--- src/design/fdct_pkg.sv ---
`default_nettype none
// ----------------------------------------------------------------------------
// fdct_pkg: shared types, widths and tables of the 8x8 forward DCT
// Fixed-point formats, the cosine table, sequencer states and the control
// and status bundles passed between the sequencer and the MAC datapath.
// ----------------------------------------------------------------------------
package fdct_pkg;

	localparam int BLOCK_SAMPLES  = 64;
	localparam int COS_FRAC_BITS  = 14;
	localparam int ROW_FRAC_BITS  = 3;
	localparam int ROW_LEN        = 8;
	localparam int LEVEL_SHIFT    = 128;

	localparam int ADDR_W  = $clog2(BLOCK_SAMPLES);
	localparam int IDX_W   = $clog2(ROW_LEN);
	localparam int TERM_W  = IDX_W - 1;
	localparam int SAMPLE_W = 8;
	localparam int SMP_W   = 9;
	localparam int ROW_W   = 16;
	localparam int COEF_W  = 12;
	localparam int COS_W   = COS_FRAC_BITS + 2;
	localparam int BFLY_W  = ROW_W + 1;
	localparam int ACC_W   = BFLY_W + COS_W + 1;
	localparam int PROD_W  = ACC_W + COS_W;

	localparam int ROW_SHIFT  = COS_FRAC_BITS - ROW_FRAC_BITS;
	localparam int COEF_SHIFT = ROW_FRAC_BITS + 2 * COS_FRAC_BITS;
	localparam int ROW_MAX    = (2 ** (ROW_W - 1)) - 1;
	localparam int ROW_MIN    = -(2 ** (ROW_W - 1));
	localparam int COEF_MAX   = (2 ** (COEF_W - 1)) - 1;
	localparam int COEF_MIN   = -(2 ** (COEF_W - 1));

	localparam logic [IDX_W-1:0]  ROW_LAST  = IDX_W'(ROW_LEN - 1);
	localparam logic [TERM_W-1:0] TERM_LAST = TERM_W'(ROW_LEN / 2 - 1);

	// cos(m*pi/16) for m = 0..8 with 30 fraction bits
	localparam logic [31:0] COS_Q30 [9] = '{
		32'd1073741824, 32'd1053110176, 32'd992008094, 32'd892783698,
		32'd759250125, 32'd596538995, 32'd410903207, 32'd209476638, 32'd0
	};

	typedef enum logic [1:0] {
		OP_ROW_MAC,
		OP_COL_MAC,
		OP_SCALE
	} fdct_op_t;

	typedef enum logic [3:0] {
		ST_LOAD,
		ST_ROW_MAC,
		ST_ROW_DRAIN,
		ST_ROW_WR,
		ST_COL_MAC,
		ST_COL_DRAIN,
		ST_SCALE,
		ST_SCALE_DRAIN,
		ST_EMIT
	} fdct_state_t;

	typedef struct packed {
		logic                    valid;
		fdct_op_t                op;
		logic                    first;
		logic                    odd;
		logic signed [COS_W-1:0] coef;
	} fdct_tag_t;

	typedef struct packed {
		fdct_tag_t         tag;
		logic [ADDR_W-1:0] rd_addr0;
		logic [ADDR_W-1:0] rd_addr1;
		logic              smp_we;
		logic [ADDR_W-1:0] smp_waddr;
		logic              row_we;
		logic [ADDR_W-1:0] row_waddr;
		logic              out_load;
		logic              out_last;
		logic              in_ready;
	} fdct_ctl_t;

	typedef struct packed {
		logic                     busy;
		logic signed [ROW_W-1:0]  row_res;
		logic signed [COEF_W-1:0] coef_res;
	} fdct_stat_t;

	// round(cos(m*pi/16) * 2^F), signed, m taken modulo 32
	function automatic logic signed [COS_W-1:0] cos_fixed(input logic [4:0] m);
		logic [3:0]  idx;
		logic        neg;
		logic [31:0] mag;
		neg = 1'b0;
		if (m <= 5'd8) begin
			idx = 4'(m);
		end else if (m <= 5'd16) begin
			idx = 4'(5'd16 - m);
			neg = 1'b1;
		end else if (m <= 5'd24) begin
			idx = 4'(m - 5'd16);
			neg = 1'b1;
		end else begin
			idx = 4'(6'd32 - {1'b0, m});
		end
		mag = (COS_Q30[idx] + (32'd1 << (29 - COS_FRAC_BITS))) >> (30 - COS_FRAC_BITS);
		return neg ? -COS_W'(mag) : COS_W'(mag);
	endfunction

	// c(v)c(u)/4 in units of 2^-F
	function automatic logic signed [COS_W-1:0] scale_fixed(
		input logic [IDX_W-1:0] v,
		input logic [IDX_W-1:0] u
	);
		logic [31:0] half_root;
		half_root = (COS_Q30[4] + (32'd1 << (31 - COS_FRAC_BITS))) >> (32 - COS_FRAC_BITS);
		if (v == '0 && u == '0) begin
			return COS_W'(1) << (COS_FRAC_BITS - 3);
		end else if (v == '0 || u == '0) begin
			return COS_W'(half_root);
		end
		return COS_W'(1) << (COS_FRAC_BITS - 2);
	endfunction

endpackage
`default_nettype wire

--- src/design/fdct_ram.sv ---
`default_nettype none
// ----------------------------------------------------------------------------
// fdct_ram: generic RAM, one write port and two registered read ports
// ----------------------------------------------------------------------------
module fdct_ram #(
	parameter int WIDTH = 16,
	parameter int DEPTH = 64
) (
	input  wire logic                     clk,
	input  wire logic                     we,
	input  wire logic [$clog2(DEPTH)-1:0] waddr,
	input  wire logic [WIDTH-1:0]         wdata,
	input  wire logic [$clog2(DEPTH)-1:0] raddr0,
	input  wire logic [$clog2(DEPTH)-1:0] raddr1,
	output logic      [WIDTH-1:0]         rdata0,
	output logic      [WIDTH-1:0]         rdata1
);

	logic [WIDTH-1:0] mem_q [DEPTH];

	always_ff @(posedge clk) begin
		if (we) begin
			mem_q[waddr] <= wdata;
		end
		rdata0 <= mem_q[raddr0];
		rdata1 <= mem_q[raddr1];
	end

endmodule
`default_nettype wire

--- src/design/fdct_mac.sv ---
`default_nettype none
// ----------------------------------------------------------------------------
// fdct_mac: shared butterfly / multiply / accumulate datapath
// Three stages behind the RAM read: butterfly into operand registers, one
// multiplier, accumulator. Rounds and saturates row and output results.
// ----------------------------------------------------------------------------
module fdct_mac (
	input  wire logic                                clk,
	input  wire logic                                arst_n,
	input  wire fdct_pkg::fdct_tag_t                 tag,
	input  wire logic [fdct_pkg::SMP_W-1:0]          smp_rd0,
	input  wire logic [fdct_pkg::SMP_W-1:0]          smp_rd1,
	input  wire logic [fdct_pkg::ROW_W-1:0]          row_rd0,
	input  wire logic [fdct_pkg::ROW_W-1:0]          row_rd1,
	output fdct_pkg::fdct_stat_t                     stat
);

	logic v_s1, v_s2, v_s3;
	fdct_pkg::fdct_op_t op_s1, op_s2, op_s3;
	logic first_s1, first_s2, first_s3;
	logic odd_s1;
	logic signed [fdct_pkg::COS_W-1:0]  coef_s1, mul_b_s2;
	logic signed [fdct_pkg::ACC_W-1:0]  mul_a_s2, acc_q;
	logic signed [fdct_pkg::PROD_W-1:0] prod_s3;
	logic signed [fdct_pkg::BFLY_W-1:0] x0, x1, bfly;
	logic signed [fdct_pkg::ACC_W:0]    row_sum, row_shr;
	logic signed [fdct_pkg::PROD_W:0]   coef_sum, coef_shr;

	always_ff @(posedge clk or negedge arst_n) begin
		if (!arst_n) begin
			v_s1 <= 1'b0;
			v_s2 <= 1'b0;
			v_s3 <= 1'b0;
		end else begin
			v_s1 <= tag.valid;
			v_s2 <= v_s1;
			v_s3 <= v_s2;
		end
	end

	// pick the store for this phase, then add or subtract the mirrored pair
	always_comb begin
		if (op_s1 == fdct_pkg::OP_ROW_MAC) begin
			x0 = fdct_pkg::BFLY_W'($signed(smp_rd0));
			x1 = fdct_pkg::BFLY_W'($signed(smp_rd1));
		end else begin
			x0 = fdct_pkg::BFLY_W'($signed(row_rd0));
			x1 = fdct_pkg::BFLY_W'($signed(row_rd1));
		end
		bfly = odd_s1 ? x0 - x1 : x0 + x1;
	end

	always_ff @(posedge clk) begin
		if (tag.valid) begin
			op_s1    <= tag.op;
			first_s1 <= tag.first;
			odd_s1   <= tag.odd;
			coef_s1  <= tag.coef;
		end
		if (v_s1) begin
			mul_a_s2 <= (op_s1 == fdct_pkg::OP_SCALE) ? acc_q : fdct_pkg::ACC_W'(bfly);
			mul_b_s2 <= coef_s1;
			op_s2    <= op_s1;
			first_s2 <= first_s1;
		end
		if (v_s2) begin
			prod_s3  <= fdct_pkg::PROD_W'(mul_a_s2) * fdct_pkg::PROD_W'(mul_b_s2);
			op_s3    <= op_s2;
			first_s3 <= first_s2;
		end
		if (v_s3 && op_s3 != fdct_pkg::OP_SCALE) begin
			acc_q <= (first_s3 ? '0 : acc_q) + $signed(prod_s3[fdct_pkg::ACC_W-1:0]);
		end
	end

	// round half up, then saturate
	always_comb begin
		row_sum = $signed({acc_q[fdct_pkg::ACC_W-1], acc_q})
			+ $signed((fdct_pkg::ACC_W + 1)'(1) << (fdct_pkg::ROW_SHIFT - 1));
		row_shr = row_sum >>> fdct_pkg::ROW_SHIFT;
		if (row_shr > (fdct_pkg::ACC_W + 1)'(fdct_pkg::ROW_MAX)) begin
			stat.row_res = fdct_pkg::ROW_W'(fdct_pkg::ROW_MAX);
		end else if (row_shr < (fdct_pkg::ACC_W + 1)'(fdct_pkg::ROW_MIN)) begin
			stat.row_res = fdct_pkg::ROW_W'(fdct_pkg::ROW_MIN);
		end else begin
			stat.row_res = row_shr[fdct_pkg::ROW_W-1:0];
		end

		coef_sum = $signed({prod_s3[fdct_pkg::PROD_W-1], prod_s3})
			+ $signed((fdct_pkg::PROD_W + 1)'(1) << (fdct_pkg::COEF_SHIFT - 1));
		coef_shr = coef_sum >>> fdct_pkg::COEF_SHIFT;
		if (coef_shr > (fdct_pkg::PROD_W + 1)'(fdct_pkg::COEF_MAX)) begin
			stat.coef_res = fdct_pkg::COEF_W'(fdct_pkg::COEF_MAX);
		end else if (coef_shr < (fdct_pkg::PROD_W + 1)'(fdct_pkg::COEF_MIN)) begin
			stat.coef_res = fdct_pkg::COEF_W'(fdct_pkg::COEF_MIN);
		end else begin
			stat.coef_res = coef_shr[fdct_pkg::COEF_W-1:0];
		end

		stat.busy = v_s1 | v_s2 | v_s3;
	end

endmodule
`default_nettype wire

--- src/design/fdct_seq.sv ---
`default_nettype none
// ----------------------------------------------------------------------------
// fdct_seq: sequencer of the 8x8 forward DCT
// Counts samples, issues the row and column multiply-accumulate terms and the
// scaling products, waits for the datapath to drain, and schedules row writes and output beats.
// ----------------------------------------------------------------------------
module fdct_seq (
	input  wire logic                 clk,
	input  wire logic                 arst_n,
	input  wire logic                 sample_valid,
	input  wire logic                 out_free,
	input  wire fdct_pkg::fdct_stat_t stat,
	output fdct_pkg::fdct_ctl_t       ctl
);

	fdct_pkg::fdct_state_t state_q, state_d;
	logic [fdct_pkg::ADDR_W-1:0] cnt_q;
	logic [fdct_pkg::IDX_W-1:0]  row_q, k_q, u_q;
	logic [fdct_pkg::TERM_W-1:0] n_q;
	logic                        accept;
	logic [4:0]                  cos_m;

	// angle index k*(2n+1) modulo 32
	assign cos_m = 5'({2'b00, k_q} * {2'b00, n_q, 1'b1});

	always_ff @(posedge clk or negedge arst_n) begin
		if (!arst_n) begin
			state_q <= fdct_pkg::ST_LOAD;
		end else begin
			state_q <= state_d;
		end
	end

	always_comb begin
		ctl     = '0;
		state_d = state_q;
		accept  = 1'b0;
		unique case (state_q)
			fdct_pkg::ST_LOAD: begin
				ctl.in_ready  = 1'b1;
				ctl.smp_we    = sample_valid;
				ctl.smp_waddr = cnt_q;
				if (sample_valid) begin
					accept = 1'b1;
					if (cnt_q[fdct_pkg::IDX_W-1:0] == fdct_pkg::ROW_LAST) begin
						state_d = fdct_pkg::ST_ROW_MAC;
					end
				end
			end
			fdct_pkg::ST_ROW_MAC: begin
				ctl.tag.valid = 1'b1;
				ctl.tag.op    = fdct_pkg::OP_ROW_MAC;
				ctl.tag.first = (n_q == '0);
				ctl.tag.odd   = k_q[0];
				ctl.tag.coef  = fdct_pkg::cos_fixed(cos_m);
				ctl.rd_addr0  = {row_q, 1'b0, n_q};
				ctl.rd_addr1  = {row_q, 1'b1, ~n_q};
				if (n_q == fdct_pkg::TERM_LAST) begin
					state_d = fdct_pkg::ST_ROW_DRAIN;
				end
			end
			fdct_pkg::ST_ROW_DRAIN: begin
				if (!stat.busy) begin
					state_d = fdct_pkg::ST_ROW_WR;
				end
			end
			fdct_pkg::ST_ROW_WR: begin
				ctl.row_we    = 1'b1;
				ctl.row_waddr = {row_q, k_q};
				if (k_q == fdct_pkg::ROW_LAST) begin
					state_d = (row_q == fdct_pkg::ROW_LAST) ? fdct_pkg::ST_COL_MAC
						: fdct_pkg::ST_LOAD;
				end else begin
					state_d = fdct_pkg::ST_ROW_MAC;
				end
			end
			fdct_pkg::ST_COL_MAC: begin
				ctl.tag.valid = 1'b1;
				ctl.tag.op    = fdct_pkg::OP_COL_MAC;
				ctl.tag.first = (n_q == '0);
				ctl.tag.odd   = k_q[0];
				ctl.tag.coef  = fdct_pkg::cos_fixed(cos_m);
				ctl.rd_addr0  = {1'b0, n_q, u_q};
				ctl.rd_addr1  = {1'b1, ~n_q, u_q};
				if (n_q == fdct_pkg::TERM_LAST) begin
					state_d = fdct_pkg::ST_COL_DRAIN;
				end
			end
			fdct_pkg::ST_COL_DRAIN: begin
				if (!stat.busy) begin
					state_d = fdct_pkg::ST_SCALE;
				end
			end
			fdct_pkg::ST_SCALE: begin
				ctl.tag.valid = 1'b1;
				ctl.tag.op    = fdct_pkg::OP_SCALE;
				ctl.tag.coef  = fdct_pkg::scale_fixed(k_q, u_q);
				state_d       = fdct_pkg::ST_SCALE_DRAIN;
			end
			fdct_pkg::ST_SCALE_DRAIN: begin
				if (!stat.busy) begin
					state_d = fdct_pkg::ST_EMIT;
				end
			end
			fdct_pkg::ST_EMIT: begin
				ctl.out_load = out_free;
				ctl.out_last = (k_q == fdct_pkg::ROW_LAST) && (u_q == fdct_pkg::ROW_LAST);
				if (out_free) begin
					state_d = ctl.out_last ? fdct_pkg::ST_LOAD : fdct_pkg::ST_COL_MAC;
				end
			end
			default: begin
				state_d = fdct_pkg::ST_LOAD;
			end
		endcase
	end

	always_ff @(posedge clk or negedge arst_n) begin
		if (!arst_n) begin
			cnt_q <= '0;
			row_q <= '0;
			k_q   <= '0;
			u_q   <= '0;
			n_q   <= '0;
		end else begin
			if (accept) begin
				cnt_q <= cnt_q + 1'b1;
				row_q <= cnt_q[fdct_pkg::ADDR_W-1:fdct_pkg::IDX_W];
			end
			if (state_q == fdct_pkg::ST_ROW_MAC || state_q == fdct_pkg::ST_COL_MAC) begin
				n_q <= n_q + 1'b1;
			end
			if (state_q == fdct_pkg::ST_ROW_WR) begin
				k_q <= k_q + 1'b1;
			end
			if (state_q == fdct_pkg::ST_EMIT && out_free) begin
				u_q <= u_q + 1'b1;
				if (u_q == fdct_pkg::ROW_LAST) begin
					k_q <= k_q + 1'b1;
				end
			end
		end
	end

`ifndef ASSERT_OFF
	a_accept_idle: assert property (@(posedge clk) disable iff (!arst_n)
		accept |-> !stat.busy)
		else $error("sample taken while datapath busy");

	a_row_wr_idle: assert property (@(posedge clk) disable iff (!arst_n)
		ctl.row_we |-> !stat.busy)
		else $error("row write before accumulator settled");

	a_out_idle: assert property (@(posedge clk) disable iff (!arst_n)
		ctl.out_load |-> !stat.busy)
		else $error("output loaded before scale product settled");

	a_row_start: assert property (@(posedge clk) disable iff (!arst_n)
		accept && cnt_q[fdct_pkg::IDX_W-1:0] == fdct_pkg::ROW_LAST
		|=> state_q == fdct_pkg::ST_ROW_MAC)
		else $error("row transform not started after eighth sample");

	a_last_wrap: assert property (@(posedge clk) disable iff (!arst_n)
		ctl.out_load && ctl.out_last |-> cnt_q == '0)
		else $error("block ended with sample count not wrapped");
`endif

endmodule
`default_nettype wire

--- src/design/forward_dct_8x8.sv ---
`default_nettype none
// ----------------------------------------------------------------------------
// forward_dct_8x8: 8x8 forward DCT of one pixel block, fixed point
// Takes 64 pixel samples in row order and returns 64 rounded, saturated DCT
// coefficients in row-major frequency order, the last one flagged.
// ----------------------------------------------------------------------------
// Usage: feed the 64 samples of a block, row by row, on the sample channel.
// Each sample is taken while sample_stall is low. After every eighth sample
// the block computes that row's 1D transform and holds sample_stall high
// through it: for each of 8 frequencies, 4 multiply-accumulates, a drain of
// the datapath and a write to the row store. After the 64th sample it runs
// the column transforms and the c(u)c(v)/4 scaling, one coefficient after
// another. The single shared multiplier does every butterfly product and
// every scaling product in turn. Each coefficient goes out on the result
// channel as soon as it is ready; a stalled result beat holds the sequencer
// at the next coefficient until that beat is taken. The next block's samples
// are accepted right after the beat marked last is loaded, even while that
// beat still waits to be taken.
// ----------------------------------------------------------------------------
module forward_dct_8x8 (
	input  wire logic                                 clk,
	input  wire logic                                 arst_n,
	input  wire logic                                 sample_valid,
	output logic                                      sample_stall,
	input  wire logic [fdct_pkg::SAMPLE_W-1:0]        sample,
	output logic                                      result_valid,
	input  wire logic                                 result_stall,
	output logic signed [fdct_pkg::COEF_W-1:0]        coefficient,
	output logic                                      last
);

	fdct_pkg::fdct_ctl_t  ctl;
	fdct_pkg::fdct_stat_t stat;

	logic [fdct_pkg::SMP_W-1:0] smp_wdata;
	logic [fdct_pkg::SMP_W-1:0] smp_rd0, smp_rd1;
	logic [fdct_pkg::ROW_W-1:0] row_rd0, row_rd1;
	logic                       out_free;

	logic                              out_valid_q;
	logic signed [fdct_pkg::COEF_W-1:0] coef_q;
	logic                              last_q;

	// level shift: store sample - 128 as a signed 9-bit value
	assign smp_wdata = fdct_pkg::SMP_W'({1'b0, sample})
		- fdct_pkg::SMP_W'(fdct_pkg::LEVEL_SHIFT);

	// the output register can take a new coefficient when empty or draining
	assign out_free = !out_valid_q || !result_stall;

	// hold off samples whenever the sequencer is busy with a transform
	assign sample_stall = !ctl.in_ready;

	fdct_seq u_seq (
		.clk          (clk),
		.arst_n       (arst_n),
		.sample_valid (sample_valid),
		.out_free     (out_free),
		.stat         (stat),
		.ctl          (ctl)
	);

	// level-shifted samples of the current block
	fdct_ram #(
		.WIDTH (fdct_pkg::SMP_W),
		.DEPTH (fdct_pkg::BLOCK_SAMPLES)
	) u_smp_ram (
		.clk    (clk),
		.we     (ctl.smp_we),
		.waddr  (ctl.smp_waddr),
		.wdata  (smp_wdata),
		.raddr0 (ctl.rd_addr0),
		.raddr1 (ctl.rd_addr1),
		.rdata0 (smp_rd0),
		.rdata1 (smp_rd1)
	);

	// row transform results, 3 fraction bits
	fdct_ram #(
		.WIDTH (fdct_pkg::ROW_W),
		.DEPTH (fdct_pkg::BLOCK_SAMPLES)
	) u_row_ram (
		.clk    (clk),
		.we     (ctl.row_we),
		.waddr  (ctl.row_waddr),
		.wdata  (stat.row_res),
		.raddr0 (ctl.rd_addr0),
		.raddr1 (ctl.rd_addr1),
		.rdata0 (row_rd0),
		.rdata1 (row_rd1)
	);

	fdct_mac u_mac (
		.clk     (clk),
		.arst_n  (arst_n),
		.tag     (ctl.tag),
		.smp_rd0 (smp_rd0),
		.smp_rd1 (smp_rd1),
		.row_rd0 (row_rd0),
		.row_rd1 (row_rd1),
		.stat    (stat)
	);

	// output register: load a finished coefficient, drop the beat once taken
	always_ff @(posedge clk or negedge arst_n) begin
		if (!arst_n) begin
			out_valid_q <= 1'b0;
		end else if (ctl.out_load) begin
			out_valid_q <= 1'b1;
		end else if (!result_stall) begin
			out_valid_q <= 1'b0;
		end
	end

	always_ff @(posedge clk) begin
		if (ctl.out_load) begin
			coef_q <= stat.coef_res;
			last_q <= ctl.out_last;
		end
	end

	assign result_valid = out_valid_q;
	assign coefficient  = coef_q;
	assign last         = last_q;

endmodule
`default_nettype wire
--- config.mk ---
export PLATFORM = sky130hd
export DESIGN_NAME = forward_dct_8x8
export DESIGN_NICKNAME = d
export VERILOG_FILES = /design/src/design/fdct_pkg.sv /design/src/design/fdct_ram.sv /design/src/design/fdct_mac.sv /design/src/design/fdct_seq.sv /design/src/design/forward_dct_8x8.sv
export SDC_FILE = /design/constraint.sdc
export NUM_CORES = 2
export LEC_CHECK = 0
export ABC_AREA = 0
export BUFFER_PORTS_ARGS = -buffer_cell sky130_fd_sc_hd__clkbuf_2
export CORE_ASPECT_RATIO = 0.8
export CORE_MARGIN = 2
export CORE_UTILIZATION = 40
export CTS_CLUSTER_DIAMETER = 200
export DETAILED_ROUTE_END_ITERATION = 8
export MAX_ROUTING_LAYER = met4
export PLACE_DENSITY = 0.57
export SETUP_SLACK_MARGIN = 0.3
export SYNTH_ARGS = -nofsm -noshare
export SYNTH_HDL_FRONTEND = slang
export SYNTH_SLANG_ARGS = --single-unit
--- constraint.sdc ---
create_clock -name clk -period 13.8 [get_ports clk]
set_input_delay 0.69 -clock clk [delete_from_list [all_inputs] [get_ports clk]]
set_output_delay 0.69 -clock clk [all_outputs]
set_load 0.05 [all_outputs]
==> flow_metrics.py <==
metrics = {
    "route": {
        "avgRoutedWirePerCell_um": 25.38,
        "viasPerCell": 6.039,
        "first_iter_violations": 10828,
        "dr.pass1.iters": 6,
        "dr_total_vias": 83186,
        "drt-total-wl_um": 349700,
        "antenna_left": 0,
        "post-route-drc-count": 0,
    },
    "setup_path": {
        "worst-setup-path-type": "register to register",
        "reg2reg_to": "u_mac.prod_s3[49]$_DFFE_PP_",
        "cp_num_buf_inv": 4,
        "crit_start": "u_mac.mul_b_s2[15]$_DFFE_PP_",
        "cp-end-kind": "register",
        "r2r_cells": 22,
        "critPathSlowestCell": "a211oi_1",
        "crit_family": "adder cells",
        "max_stage_delay_ns": 0.88,
        "crit_fanout": 19,
        "cp.arrival_ns": 9.11,
        "crit_chain": "inv_1 > buf_4 > nor2_1 > fa_1 > fa_1 > fa_1 > fa_1 > fa_1 > inv_1 > fa_1 > inv_1 > ha_1 > o211ai_1 > o211ai_1 > a211oi_1 > a211oi_1 > a21oi_1 > o21ai_0 > a211oi_1 > o21ai_0 > a21oi_1 > xnor2_1",
        "start_kind": "register",
        "crit_required_ns": 14.44,
        "crit-reg2reg-launch": "u_mac.mul_b_s2[15]$_DFFE_PP_",
        "reg2reg_setup_slack_ns": 5.32,
        "cp_common_cell": "fa_1",
    },
    "sta": {
        "fin_crit_sh_pct": 61.44,
        "fin_crit_ns": 8.479,
        "tightest_slew_ns": 1.378,
        "drv_slew": 0,
        "setup_violations": 0,
        "skew_ns": 0.1053,
        "slew_headroom_pct": 7.564,
        "fin_tns_setup_ns": 0,
        "rsz0062_at_grt": "false",
        "whs_ns": 0.1879,
        "max_freq_ghz": 0.1179,
        "hold_viol_final": 0,
    },
    "hold_path": {
        "min_path_type": "input pin to register",
        "hold_end": "result_valid$_DFFE_PN0P_",
        "hold_depth": 3,
        "hold_start": "result_stall",
    },
    "floorplan": {
        "initial_core_util_pct": 40.26,
        "die_area_mm2": 0.2746,
        "core-area_mm2": 0.2686,
        "io_pins": 27,
        "die_h_um": 469.1,
        "core.rowCount": 170,
        "die_w_um": 585.4,
    },
    "placement": {
        "gp_congestion": 0.9089,
        "port_buffers": 26,
        "place_hpwl_um": 215500,
    },
    "yosys": {
        "async_reset_ff_share_pct": 1.403,
        "synth_top_area_share_pct": 47.44,
        "synth_seq_cells": 1782,
        "yosysSeqAreaShare_pct": 48.91,
        "synth_nets": 11100,
        "yosys_most_used_dff": "edfxtp_1",
        "ys_types": 75,
        "synth_cells": 10379,
        "synth-edff-count": 1709,
        "ys_warn_count": 0,
        "syn-cell-area_mm2": 0.1082,
        "syn_area_per_cell_um2": 10.42,
        "yosysTopAreaCell": "edfxtp_1",
        "ys_top_cells_by_area": "edfxtp_1 (47%), fa_1 (9.6%), a211oi_1 (7.6%), nand2_1 (6.9%), and2_1 (5.7%)",
    },
    "clock_tree": {
        "htree_levels": 4,
        "clkSinkCount": 1782,
        "cts.path.max_buffers": 4,
        "cts_setup_buffers": 0,
        "cts_made_buffers": 198,
        "clk_latency_ns": 0.89,
        "clk_root_buffer_cell": "clkbuf_16",
        "clkTransAtPathRegs_ns": 0.06,
        "cts_tree": "built",
    },
    "global_routing": {
        "grt_pass1_vias": 79370,
        "grt_max_degree": 175,
        "antenna_found_initial": 9,
        "grt_usage_pct": 25.71,
        "grt_pass1_wl_um": 517500,
        "overflow": 0,
    },
    "job": {
        "cap_violations": 0,
    },
    "final_layout": {
        "syn_to_final_growth_pct": 9.122,
        "multi_input_area_mm2": 0.05015,
        "fin_nets": 10723,
        "drive_gt1_share_pct": 6.256,
        "ff_latch_area_mm2": 0.05291,
        "fillers": 24801,
        "post-route-util_pct": 43.94,
    },
    "outcome": {
        "status": "finished clean",
    },
}
-- cell usage after synthesis (all sizes together), types with 5 or more instances --
cell and n:
nand2b 25, fa 518, nand3 68, o21ai 112, nor3 122, mux2 12, a21o 74, nor4 5
o21a 11, a211oi 1097, o21bai 10, nand2 1988, nor2 295, nor2b 52, mux2i 10, o31ai 8
or2 6, or3 11, nand4 16, o211ai 10, inv 646, edfxtp 1709, xor2 58, buf 175
and2 992, a311oi 409, and3 23, a21oi 470, xnor2 100, dfxtp 48, clkbuf 641, a21boi 6
a31oi 374, dfrtp 25, ha 191, nor3b 6, o22ai 6
-- worst max path at each step --
stage | endpoint | slack, ns | cells after the start
6_report | u_mac.prod_s3[49]$_DFFE_PP_ | 5.32 | 22
3_3_place_gp | u_mac.prod_s3[49]$_DFFE_PP_ | 5.56 | 22
2_1_floorplan | u_mac.prod_s3[43]$_DFFE_PP_ | 7.28 | 25
4_1_cts | u_mac.prod_s3[49]$_DFFE_PP_ | 5.44 | 22
3_5_place_dp | u_mac.prod_s3[49]$_DFFE_PP_ | 5.37 | 22
5_1_grt | u_mac.prod_s3[49]$_DFFE_PP_ | 4.81 | 22
-- worst register-to-register path: stages, from the launching register on --
cell	delay (ns)
edfxtp_1	0.58
inv_1	0.49
buf_4	0.38
nor2_1	0.11
fa_1	0.52
fa_1	0.43
fa_1	0.52
fa_1	0.44
fa_1	0.50
inv_1	0.05
fa_1	0.49
inv_1	0.05
ha_1	0.36
o211ai_1	0.15
o211ai_1	0.24
a211oi_1	0.11
a211oi_1	0.88
a21oi_1	0.33
o21ai_0	0.86
a211oi_1	0.30
o21ai_0	0.27
a21oi_1	0.11
xnor2_1	0.13
-- stage by stage --
stage          instance area [µm²]  setup slack, ns  instances
2_1_floorplan               108200            7.284      10379
3_3_place_gp                112000            5.558      13413
3_5_place_dp                112000            5.374      13413
4_1_cts                     118000            5.441      13763
5_1_grt                     118000            4.812      13769
6_report                    118000            5.321      13775
-- placed cells by master (no fill, tap or decap), drive strengths merged, types with 8 or more instances in the layout --
master and instances:
nor2 295, dfxtp 48, and3 23, o21bai 10
nand2b 25, dfrtp 25, xnor2 100, o21ai 112
ha 191, bufinv 14, nand2 1988, edfxtp 1709
buf 212, a31oi 374, a21oi 470, a311oi 409
mux2 12, a211oi 1097, o31ai 8, or3 11
nand4 16, clkinv 73, fa 518, diode 12
and2 992, nor3 122, nor2b 52, o211ai 10
clkbuf 282, o21a 11, inv 649, nand3 68
a21o 74, mux2i 10, xor2 58
-- registers in the layout, summed over array words and instances (netlist names), 6 cells and up --
register / cells
u_row_ram.mem_q: 1024
u_smp_ram.mem_q: 512
u_mac.prod_s3: 50
u_mac.acc_q: 34
u_mac.mul_a_s2: 34
u_mac.coef_s1: 16
u_mac.mul_b_s2: 16
u_row_ram.rdata0: 16
u_row_ram.rdata1: 16
coefficient: 12
u_smp_ram.rdata0: 8
u_smp_ram.rdata1: 8
u_seq.cnt_q: 6
-- metal layers --
layer  GRT usage [%]  part of all wire [%]
met2           35.80                    42
met4           6.622                   2.5
met1           37.54                    45
met3           5.786                    11
met5               -                     0
-- kinds of logic (layout without fill, tap and decap cells) --
family / Yosys count / in the layout / share of synthesized area, %
XOR/XNOR: 158 / 158 / 1.279
other: 0 / 12 / 0
AO/OA/AOI/OAI: 2624 / 2624 / 17.04
buffers and inverters: 1462 / 1234 / 5.257
multiplexers: 22 / 22 / 0.2175
AND/OR/NAND/NOR: 3622 / 3622 / 15.50
adder cells (fa/ha/maj): 709 / 709 / 11.80
flip-flops: 1782 / 1782 / 48.91
-- layout make-up --
cell class / instances / share of cell area, %
Sequential cell: 1782 / 44.82
Timing Repair Buffer: 239 / 1.658
Antenna cell: 12 / 0.02544
Tap cell: 3612 / 3.829
Multi-Input combinational cell: 7135 / 42.49
Clock buffer: 256 / 4.426
Inverter: 646 / 2.054
Clock inverter: 93 / 0.6922
-- timing repair --
action | 4_1_cts | 5_1_grt
endpoints found under the hold margin | 25 | 0
hold buffers | 1 | 0
gates resized for setup | 0 | 0
Power is left out: the tool's default activity adds up to more than one toggle a clock period on the data nets, which glitch-free logic cannot reach.
